--- src/sv/lpbe_pkg.sv ---
// shared types, codes and constants of the led pixel buffer engine
`default_nettype none

package lpbe_pkg;

    localparam int DEFAULT_MAX_PIXELS = 256;
    localparam int PIX_W              = 9;
    localparam int QUEUE_DEPTH        = 2;
    localparam int QPTR_W             = 1;
    localparam int APB_ADDR_W         = 5;

    localparam logic [1:0] CMD_SET  = 2'd0;
    localparam logic [1:0] CMD_FILL = 2'd1;
    localparam logic [1:0] CMD_READ = 2'd2;
    localparam logic [1:0] CMD_XMIT = 2'd3;

    localparam logic [2:0] REG_STRIP_LEN   = 3'd0;
    localparam logic [2:0] REG_FOUR_BYTES  = 3'd1;
    localparam logic [2:0] REG_LUMINANCE   = 3'd2;
    localparam logic [2:0] REG_WHITE_CHAN  = 3'd3;
    localparam logic [2:0] REG_OFFSETS     = 3'd4;
    localparam logic [2:0] REG_BRIGHTNESS  = 3'd5;

    localparam logic [7:0] RST_OFFSETS   = 8'd228;
    localparam logic [8:0] FULL_SCALE    = 9'd256;
    localparam logic [7:0] BYTE_ONES     = 8'hff;
    localparam logic [7:0] LUM_PREFIX    = 8'he0;
    localparam logic [10:0] THIRD_RECIP  = 11'd683;

    typedef enum logic [1:0] {
        OP_SET,
        OP_FILL,
        OP_READ,
        OP_XMIT
    } t_op;

    typedef enum logic [1:0] {
        ST_CLEAR,
        ST_RUN,
        ST_FILL
    } t_state;

    typedef struct packed {
        logic [PIX_W-1:0] cnt;
        logic             bpp4;
        logic             lum;
        logic             white_chan;
        logic [7:0]       offsets;
        logic [8:0]       bscale;
    } t_cfg;

    typedef struct packed {
        t_op              op;
        logic             err;
        logic [PIX_W-1:0] pix;
        logic [1:0]       pos;
        logic             dim;
        logic [31:0]      word;
        logic [3:0]       be;
    } t_work;

    typedef struct packed {
        t_op        op;
        logic       err;
        logic [1:0] pos;
        logic       dim;
    } t_stage;

    typedef struct packed {
        logic [7:0] rd_red;
        logic [7:0] rd_green;
        logic [7:0] rd_blue;
        logic [7:0] rd_white;
        logic [7:0] tx_byte;
        logic       err;
    } t_result;

endpackage

`default_nettype wire

--- src/sv/lpbe_queue.sv ---
// short command queue between front end and pixel engine
`default_nettype none

module lpbe_queue
    import lpbe_pkg::*;
(
    input  wire         i_clk,
    input  wire         i_rst_n,
    input  wire         i_push,
    input  wire  t_work i_item,
    output logic        o_full,
    input  wire         i_pop,
    output logic        o_valid,
    output t_work       o_item
);

    t_work             r_slot [QUEUE_DEPTH];
    logic [QPTR_W-1:0] r_wr_ptr;
    logic [QPTR_W-1:0] r_rd_ptr;
    logic [QPTR_W:0]   r_level;
    logic [QPTR_W-1:0] n_wr_ptr;
    logic [QPTR_W-1:0] n_rd_ptr;
    logic [QPTR_W:0]   n_level;

    always_comb begin
        n_wr_ptr = i_push ? r_wr_ptr + 1'b1 : r_wr_ptr;
        n_rd_ptr = i_pop  ? r_rd_ptr + 1'b1 : r_rd_ptr;
        n_level  = r_level + (QPTR_W+1)'(i_push) - (QPTR_W+1)'(i_pop);
    end

    always_ff @(posedge i_clk) begin
        if (!i_rst_n) begin
            r_wr_ptr <= '0;
            r_rd_ptr <= '0;
            r_level  <= '0;
        end else begin
            r_wr_ptr <= n_wr_ptr;
            r_rd_ptr <= n_rd_ptr;
            r_level  <= n_level;
        end
    end

    always_ff @(posedge i_clk) begin
        if (i_push) begin
            r_slot[r_wr_ptr] <= i_item;
        end
    end

    assign o_full  = r_level == (QPTR_W+1)'(QUEUE_DEPTH);
    assign o_valid = r_level != '0;
    assign o_item  = r_slot[r_rd_ptr];

endmodule

`default_nettype wire

--- config.mk ---
export PLATFORM = sky130hd
export DESIGN_NAME = lpbe_queue
export DESIGN_NICKNAME = d
export VERILOG_FILES = /design/src/sv/lpbe_pkg.sv /design/src/sv/lpbe_queue.sv
export SDC_FILE = /design/constraint.sdc
export NUM_CORES = 1
export LEC_CHECK = 0
export BUFFER_PORTS_ARGS = -buffer_cell sky130_fd_sc_hd__buf_2
export CORE_UTILIZATION = 59
export CTS_BUF_LIST = sky130_fd_sc_hd__clkbuf_2 sky130_fd_sc_hd__clkbuf_4 sky130_fd_sc_hd__clkbuf_8
export CTS_CLUSTER_SIZE = 40
export DETAILED_ROUTE_END_ITERATION = 8
export PLACE_DENSITY = 0.88
export SETUP_SLACK_MARGIN = 0.3
export SYNTH_ARGS = -nofsm -noshare
export SYNTH_HDL_FRONTEND = slang
export SYNTH_SLANG_ARGS = --single-unit
--- constraint.sdc ---
create_clock -name i_clk -period 7.15 [get_ports i_clk]
set_input_delay 0 -clock i_clk [delete_from_list [all_inputs] [get_ports i_clk]]
set_output_delay 0 -clock i_clk [all_outputs]
set_load 0.02 [all_outputs]
### After elaboration in Yosys (flattened, before gate mapping)

Memories as Yosys holds them, arrays and structs flattened. A register that Yosys moved wholly into a read port is not among the register bits.
Cells that the tools add are included.

* register bits after elaboration: 4
* memory bits (writable): 102
* logic and storage cells: 14
* memories: 1

* add/subtract/negate cells: 4
* equality and inequality tests: 1
* mux-type cells: 4
* reduce and logical (&&, ||, !) cells: 1

Memory list
* r_slot: words 2, bits a word 51, rd ports 1, clocked after Yosys merged registers in 1, wr ports 1, RTL line lpbe_queue.sv:17 `t_work r_slot [QUEUE_DEPTH];`

Operator list (count)
* 1-bit 2-to-1 mux: 4
* 1-bit adder, second input constant: 2
* 2-bit by 1-bit adder with 2-bit output: 1
* 2-bit == test, second input constant: 1
* 2-bit nonzero test: 1
* 2-bit by 1-bit subtractor with 2-bit output: 1

### Depth between registers and ports, before layout

Gate-level depths: netlist of the first run.

* depth in word-level cells: 3
* gate-level depth with buffers: 6
* gate-level depth less buffers: 6

### Worst setup path before layout of the first run

OpenSTA, ideal clock, no wires.

* kind: register -> register
* start point: register r_wr_ptr
* end point: memory r_slot[0][0] (netlist name), enable pin
* setup time: 0.467 ns
* arrival time: 2.606 ns
* required time: 6.683 ns
* path slack: 4.077 ns
* stages on the path, launching flop included: 2
* path buffers: 0
* path through: dfxtp_1 > nor2b_1

RTL lines
* from (decl): RTL line lpbe_queue.sv:18 `logic [QPTR_W-1:0] r_wr_ptr;`
* from (signal assigned): RTL line lpbe_queue.sv:37 `r_wr_ptr <= n_wr_ptr;`
* to (decl): RTL line lpbe_queue.sv:17

Straight into the memory's write port.

==> run metrics, run 1 <==
result of the run complete, no violations; DP Wirelength 4240 um; routability congestion estimate 0.646; Yosys top cell area share 73.6%; number of buffers added by the clock tree synthesis step 9; largest family of logic cells by synthesized area multiplexers; sequential fraction of the synthesis area 76.0%; average cell area after synthesis 23.1 sq um; FILL cells 360; power density over the cells 234 mW/mm^2; Slew Limit Fails 0; Hold Startpoint i_item[29]; die width 86.0 um; CTS Root Buffer Type clkbuf_8; overall via count from detail_route 2197; cell accounting for the most synthesized area edfxtp_1; detailed-route DRC error count 0; wire length per cell after detailed routing 16.3 um; first-pass iteration count of the detailed router 4; timing-limited maximum frequency 0.520 GHz; count of maximum capacitance violations 0; shortest clock period the worst path allows after layout 1.92 ns; largest net degree at the start of global routing 52; clk_lat worst skew 0.35 ns; total congestion overflow after global routing 0; static leakage 2.19 nW; switching share of power 24.4%; core footprint 0.00679 sq mm; class of the tightest hold or removal check in2reg; share of cells above drive strength 1 50.3%; crit path capture type output port; synthesized-area fraction occupied by xor and xnor cells 0.751%; internal portion of total power 0.000962 W; Max rail drop VDD 0.000188 V; portion of the clock cycle consumed by the worst path in the final layout 26.9%; post-CTS repair timing setup buffer count 0; required time at the endpoint of the critical path 7.15 ns; routing usage on met3 4.62%; GRT met2 Usage 37.5%; synthesized-area fraction occupied by ao, oa, aoi and oai cells 0.180%; top cells by area in the synthesized netlist edfxtp_1 (74%), mux2_4 (18%), buf_12 (2.4%); Post-Synth Adder-Cell Area 0.601%; final hold violations 0; via count of the first global-routing pass 2280; power dissipated by switching net loads 0.000311 W; aggregate global-route resource usage 21.0%; transition time of the tightest slew-check pin 1.22 ns; Syn Std Cell Area 0.00416 sq mm; number of nets in the finished design 404; Bufs on Longest Clock Path 2; number of failing setup endpoints in the final timing report 0; number of synthesis warnings 0; die height 86.0 um; Worst Clk Skew 0.00867 ns; H-tree depth reported by CTS 3; clock network power share 25.0%; multiplexer area fraction after synthesis 18.3%; area of the die 0.00740 sq mm; global-route wire length before repair 11300 um; peak fanout along the critical path 51; area delta synth->final 30.5%; via/cell ratio 4.90; busiest grt layer met2; category of the critical setup timing path reg2out; TritonCTS sink count 107; portion of total power attributed to sequential cells 58.9%; Tot Pwr 0.00127 W; Post-Synth Simple-Gate Area 1.35%; number of placement rows 30; Port Buffers 107; met1 layer usage reported by global route 24.1%; I/O pin count 108; combinational cell fraction of total power 16.1%; count of distinct cell types in the synthesized netlist 14; WL final 7320 um; sort of element at the start of the critical path flip-flop; Total Negative Setup Slacks 0 ns; number of DRC violations after detailed-routing iteration 0 103; worst rel slew slack 19.0%; initial antenna violation count 0; number of storage elements in the synthesis netlist 107; launching point of the worst reg2reg path r_wr_ptr; TritonCTS clock tree built; syn_nets 237; starting density of the core 61.3%; unrepaired setup endpoints after global routing no; synthesized netlist cell count 180; data arrival time of the worst path 1.92 ns; CTS clk-pin slew, worst paths 0.10 ns; antenna-violating nets left 0; Ant. Diodes 0
[cell usage after synthesis (all sizes together)]
master  count
or2         1
buf         6
xor2        1
nor2b       4
mux2       51
xnor3       1
o21a        1
edfxtp    102
dfxtp       5
and2        4
inv         2
ha          2
[layer usage]
layer	up-vias	wire length, um
met1	1086	2980
met3	14	278
met4	0	151
met2	67	3910
met5	-	0
li1	1030	-
[flip-flops by register name, summed over array words and instances (netlist names), named ones only]
register  count
r_level       2
r_rd_ptr      1
r_slot      102
r_wr_ptr      1
[worst paths after layout]
kind	endpoint	slack (ns)	depth (start not counted)
max	o_item[42]	5.23	2
min	r_slot[1][29]	0.37	2
max reg2reg	r_slot[1][49]	5.33	1
min reg2reg	flip-flop	0.59	2
[cell families after synthesis]
group / count (synthesis)
muxes: 51
AOI/OAI and AO/OA: 1
buffers and inverters: 8
DFF: 107
adders and majority gates: 2
and+or+nand+nor: 9
xor gates and xnor gates: 2
[critical path, stage by stage (launching register included)]
cell and delay (ns):
dfxtp_4 0.98, mux2_2 0.42, buf_2 0.16
[power by group through the flow]
stage,Sequential (W),Combinational [W],Clock (W)
finish,0.000749,0.000204,0.000319
detailed placement,0.000764,0.000180,0
global placement,0.000761,0.000177,0
floorplan,0.000746,0.000148,0
global route,0.000753,0.000217,0.000354
CTS,0.000750,0.000204,0.000324
[area by class of cell]
cell class | count | area (sq um) | share of cell area (%)
clock inverter | 6 | 32.5 | 0.599
clock buffer | 10 | 131 | 2.42
tap | 96 | 120 | 2.21
sequential | 107 | 3170 | 58.3
multi-input combinational | 65 | 891 | 16.4
timing repair buffer | 162 | 1080 | 19.9
inverter | 2 | 7.51 | 0.138
[stage by stage]
stage | worst slack [ns] | hold slack [ns] | area, sq um | utilization (%) | std cells
after CTS | 5.18 | 0.349 | 5430 | 80.0 | 448
after global placement | 5.39 | 0.188 | 4730 | 69.6 | 378
final | 5.23 | 0.368 | 5430 | 80.0 | 448
after floorplan | 4.08 | 0.0989 | 4160 | - | 180
after detailed placement | 5.35 | 0.191 | 4730 | 69.6 | 378
after global routing | 5.14 | 0.347 | 5430 | 80.0 | 448
[what timing repair did]
| item | in CTS | in global routing |
|---|---|---|
| hold buffers | 54 | 0 |
| gates resized for setup | 0 | 0 |
| endpoints found under the hold margin | 107 | 0 |
[layout by cell type, fill, tap and decap left out, drive strengths merged, types with 2 or more instances in the layout]
cell type | Yosys | routed
edfxtp | 102 | 102
clkinvlp | 0 | 2
clkinv | 0 | 4
dlygate4sd3 | 0 | 54
nor2b | 4 | 4
dfxtp | 5 | 5
inv | 2 | 2
buf | 6 | 108
mux2 | 51 | 51
clkbuf | 0 | 10
ha | 2 | 2
and2 | 4 | 4
Power figures use the tool's default switching activity.
==> inputs of run 2 (changes only) <==
- CORE_UTILIZATION: 59 -> 54
- PLACE_DENSITY: 0.88 -> 0.81
- clock period: 7.15 -> 1.9 ns (I/O delays scaled with it)
==> run 2 against run 1 <==
Global-route usage down 2.0 points. Core utilization decreased by 4.7 points. Sequential share of layout area down 1.2 points. Sequential power increased to 3.7 times the previous value. Largest cell class unchanged. Critical path type unchanged. Design area rose by 2.0%.
==> run metrics, run 2 (synthesized netlist as in run 1, its figures left out) <==
Bufs on Longest Clock Path 2; Total Negative Setup Slacks 0 ns; hold depth 3; power dissipated by switching net loads 0.00114 W; H-tree depth reported by CTS 3; portion of the clock cycle consumed by the worst path in the final layout 75.9%; core footprint 0.00737 sq mm; cell area reported after detailed placement 0.00479 sq mm; combined area of the multi-input logic cells 891 sq um; Top reg by flops r_slot; number of placement rows 31; area taken by flip-flops and latches 0.00317 sq mm; register-to-register path setup slack 0.66 ns; CTS Root Buffer Type clkbuf_8; aggregate global-route resource usage 19.0%; number of buffers added by the clock tree synthesis step 9; shortest clock period the worst path allows after layout 1.44 ns; Largest register FFs 102; launching point of the worst reg2reg path r_wr_ptr; worst rel slew slack 73.8%; final hold violations 0; share of cells above drive strength 1 51.0%; termination of the worst setup path o_item[2]; area delta synth->final 33.1%; die width 89.8 um; portion of total power attributed to sequential cells 55.1%; global-route wire length before repair 11600 um; via/cell ratio 4.84; area of the die 0.00807 sq mm; top routing layer used met4; crit path capture type output port; wire length per cell after detailed routing 15.7 um; transition time of the tightest slew-check pin 0.393 ns; unrepaired setup endpoints after global routing no; antenna-violating nets left 0; I/O pin count 108; initial antenna violation count 0; routability congestion estimate 0.694; DP Wirelength 4290 um; total congestion overflow after global routing 0; data arrival time of the worst path 1.44 ns; static leakage 2.25 nW; number of DRC violations after detailed-routing iteration 0 74; CTS clk-pin slew, worst paths 0.09 ns; endpoint of the worst-slack reg-to-reg timing path r_slot[1][14]; Port Buffers 107; most common cell after layout, fill and taps aside buf_2; sort of element at the start of the critical path flip-flop; count of maximum capacitance violations 0; Met3 Wirelength 351 um; routed length on met2 3820 um; detailed-route DRC error count 0; registers with the highest flip-flop counts r_slot (102), r_level (2); die height 89.8 um; TritonCTS sink count 107; TritonCTS clock tree built; power density over the cells 906 mW/mm^2; Tot Pwr 0.00502 W; FILL cells 434; largest net degree at the start of global routing 29; post-route standard cell area excluding fillers 0.00554 sq mm; via count of the first global-routing pass 2366; number of failing setup endpoints in the final timing report 0; number of nets in the finished design 410; WL final 7180 um; Ant. Diodes 0; commonest non-fill, non-tap cells in the layout buf_2 (107), edfxtp_1 (102), dlygate4sd3_1 (53), mux2_4 (50), clkbuf_8 (9); reg2reg path depth 2; result of the run complete, no violations; clk_lat worst skew 0.35 ns; Slew Limit Fails 0; met1 wire length 2890 um; Final Util 75.2%; category of the critical setup timing path reg2out; timing-limited maximum frequency 0.693 GHz; peak fanout along the critical path 20; Worst Clk Skew 0.00829 ns; starting density of the core 56.5%; required time at the endpoint of the critical path 1.90 ns; first-pass iteration count of the detailed router 4; switching share of power 22.7%; overall via count from detail_route 2206; hold slack 0.0210 ns; internal portion of total power 0.00388 W; combinational cell fraction of total power 16.7%; class of the tightest hold or removal check in2reg; Max rail drop VDD 0.000619 V; clock network power share 28.2%
-- run 2: final cells by class --
type,instances,share of cell area [%]
multi-input cells,65,16.1
flip-flops and latches,107,57.1
clock buffers,9,2.23
repair buffers,168,20.8
clock inverters,6,1.44
well taps,99,2.23
inverters,2,0.135
-- run 2: how the worst min path moves through the flow --
stage / from / end
3_3_place_gp: i_item[24] / r_slot[0][24]
6_report: i_pop / flip-flop
2_1_floorplan: i_item[0] / r_slot[0][0]
4_1_cts: i_pop / flip-flop
5_1_grt: i_pop / r_rd_ptr
3_5_place_dp: i_item[20] / r_slot[1][20]
-- run 2: through the flow --
| stage | setup WS, ns | cells |
|---|---|---|
| 5_1_grt | 0.402 | 456 |
| 3_5_place_dp | 0.657 | 386 |
| 4_1_cts | 0.434 | 456 |
| 6_report | 0.458 | 456 |
| 3_3_place_gp | 0.661 | 386 |
| 2_1_floorplan | 0.381 | 180 |
-- run 2: repair_timing --
item	4_1_cts	5_1_grt
endpoints found under the setup margin	39	0
hold buffers	53	0
gates resized for setup	0	0
endpoints found under the hold margin	107	0
setup buffers	2	0
-- run 2: power by group through the flow --
stage	logic, W	registers [W]	clock network [W]
finish	0.000840	0.00277	0.00141
global route	0.000893	0.00278	0.00154
CTS	0.000844	0.00277	0.00145
detailed placement	0.000737	0.00283	0
global placement	0.000727	0.00282	0
floorplan	0.000557	0.00280	0
-- run 2: worst max-delay path, stage by stage (launching register included) --
cell and delay, ns:
dfxtp_4 0.40, buf_12 0.20, mux2_4 0.33, buf_2 0.16
-- run 2: metal layers --
metal / up-vias / GRT usage (%)
li1: 1044 / -
met1: 1066 / 23.0
met2: 82 / 32.9
met3: 14 / 4.06
met4: 0 / 8.61
met5: - / 0
==> inputs of run 3 (changes only) <==
- clock period: 1.9 -> 1.4 ns (I/O delays scaled with it)
==> run 3 against run 2 <==
The flow now finishes with violations (setup timing). Clock power grew 17%. Core utilization grew 8.4 points. Wire length grew 22%. Cell count grew 3.3%. Critical path depth grew 1. Sequential power grew 36%. Non-clock buffer count grew 14. Clock skew shrank 0.0029 ns. Flip-flop and latch count is the same. Global-route usage grew 0.99 points. Die area is the same. Combinational power grew 89%. Critical endpoint is now o_item[22]. Largest cell class unchanged.
==> run metrics, run 3 (synthesized netlist as in run 1, its figures left out) <==
register-to-register path setup slack 0.21 ns; initial antenna violation count 0; global-route wire length before repair 12100 um; Worst Setup Slack, final -0.0928 ns; TritonCTS clock tree built; static leakage 2.47 nW; via/cell ratio 4.99; CTS Root Buffer Type clkbuf_8; data arrival time of the worst path 1.49 ns; total congestion overflow after global routing 0; timing-limited maximum frequency 0.670 GHz; I/O pin count 108; result of the run finished, violations left; via count of the first global-routing pass 2433; wire length per cell after detailed routing 18.6 um; number of DRC violations after detailed-routing iteration 0 108; DP Wirelength 4470 um; combined area of the multi-input logic cells 922 sq um; cell area reported after detailed placement 0.00484 sq mm; power density over the cells 1140 mW/mm^2; first-pass iteration count of the detailed router 4; Slew Limit Fails 0; number of placement rows 31; antenna-violating nets left 0; required time at the endpoint of the critical path 1.40 ns; worst path cell trace buf_8 -> clkbuf_16 -> mux2_4 -> buf_6; registers with the highest flip-flop counts r_slot (102), r_level (2); routability congestion estimate 0.698; FILL cells 349; endpoint of the worst-slack reg-to-reg timing path r_level[1]; H-tree depth reported by CTS 3; area taken by flip-flops and latches 0.00317 sq mm; logic depth of the worst setup path including buffers 4; sort of element at the start of the critical path flip-flop; Max rail drop VDD 0.000731 V; maximum single-stage delay on the critical path 0.39 ns; post-route standard cell area excluding fillers 0.00616 sq mm; largest net degree at the start of global routing 43; launching point of the worst reg2reg path r_level[0]; number of nets in the finished design 424; Tot Pwr 0.00700 W; Slowest-stage cell, CP dfxtp_4; non-filler cells in the finished layout 471; final hold violations 0; class of the tightest hold or removal check in2reg; portion of the clock cycle consumed by the worst path in the final layout 107%; Port Buffers 107; Largest register FFs 102; WL final 8750 um; peak fanout along the critical path 7; termination of the worst setup path o_item[22]; worst rel slew slack 85.4%; cell count after placement 387; transition time of the tightest slew-check pin 0.218 ns; TritonCTS sink count 107; detailed-route DRC error count 0; shortest clock period the worst path allows after layout 1.49 ns; starting density of the core 56.5%; crit path capture type output port; area of the die 0.00807 sq mm; aggregate global-route resource usage 20.0%; Bufs on Longest Clock Path 2; core footprint 0.00737 sq mm; commonest non-fill, non-tap cells in the layout edfxtp_1 (102), buf_2 (56), dlygate4sd3_1 (52), buf_6 (51), mux2_4 (50); CTS clk-pin slew, worst paths 0.09 ns; overall via count from detail_route 2350; Worst Clk Skew 0.00541 ns; Ant. Diodes 0; Top reg by flops r_slot; number of failing setup endpoints in the final timing report 48; category of the critical setup timing path reg2out; die width 89.8 um; reg2reg path depth 6; failing checks setup timing; count of maximum capacitance violations 0; Total Negative Setup Slacks -2.91 ns; die height 89.8 um; Critical path buffers and inverters 3; most common cell after layout, fill and taps aside edfxtp_1; clk_lat worst skew 0.36 ns; number of buffers added by the clock tree synthesis step 9; unrepaired setup endpoints after global routing yes; share of cells above drive strength 1 56.2%; hold slack 0.0572 ns; CP top delay family buffers and inverters; area delta synth->final 48.0%
## run 3: cell count changes in the layout (fill, tap and decap cells not counted), moves of 3 or more
cell       change
buf_2         -51
dfxtp_1        -3
clkbuf_16      +4
buf_12         +5
clkinv_1       -3
buf_6         +51
## run 3: how the worst min path moves through the flow
stage	startpoint	endpoint	slack (ns)	cells past startpoint
3_5_place_dp	i_item[27]	r_slot[1][27]	0.19	1
5_1_grt	i_push	r_wr_ptr	0.06	3
4_1_cts	i_pop	r_rd_ptr	0.01	3
2_1_floorplan	i_item[0]	r_slot[0][0]	0.1	0
3_3_place_gp	i_item[27]	r_slot[0][27]	0.19	1
6_report	i_pop	r_rd_ptr	0.06	3
## run 3: final cells by class
class / count / share of cell area (%)
clock buffer: 10 / 2.13
sequential: 107 / 51.5
clock inverter: 6 / 0.690
tap: 99 / 2.01
multi-input combinational: 65 / 15.0
inverter: 2 / 0.162
timing repair buffer: 182 / 28.6
## run 3: power by group
group | total, W | leakage, nW | switching (W) | internal [W]
clock network | 0.00165 | 0.0857 | 0.000988 | 0.000666
logic | 0.00159 | 1.39 | 0.000669 | 0.000923
registers | 0.00376 | 1.00 | 0.0000596 | 0.00370
## run 3: per-layer routing
| metal | up-vias | part of all wire (%) | track usage, % |
|---|---|---|---|
| met5 | - | 0 | 0 |
| met4 | 0 | 2.3 | 9.02 |
| met3 | 16 | 3.3 | 4.06 |
| met2 | 82 | 57 | 36.3 |
| met1 | 1175 | 37 | 22.8 |
| li1 | 1077 | - | - |
## run 3: worst reg2reg max path: cells and delay by family (launching register included)
kind,cells,cell delay (ns)
simple gates,1,0.10
xor+xnor,1,0.17
fa+ha+maj,2,0.41
buf+inv,2,0.08
flops,1,0.36
## run 3: what timing repair did
item | 4_1_cts | 5_1_grt
resized for setup | 31 | 89
setup endpoints to repair | 99 | 93
setup buffers | 6 | 4
gates cloned | 2 | 4
pin swaps | 1 | 0
endpoints found under the hold margin | 107 | 0
hold buffers | 52 | 0
## run 3: through the flow
stage,utilization [%],setup WS [ns]
CTS,77.8,-0.103
global placement,65.7,0.235
floorplan,-,-0.112
global route,83.6,-0.141
detailed placement,65.7,0.211
finish,83.6,-0.0928
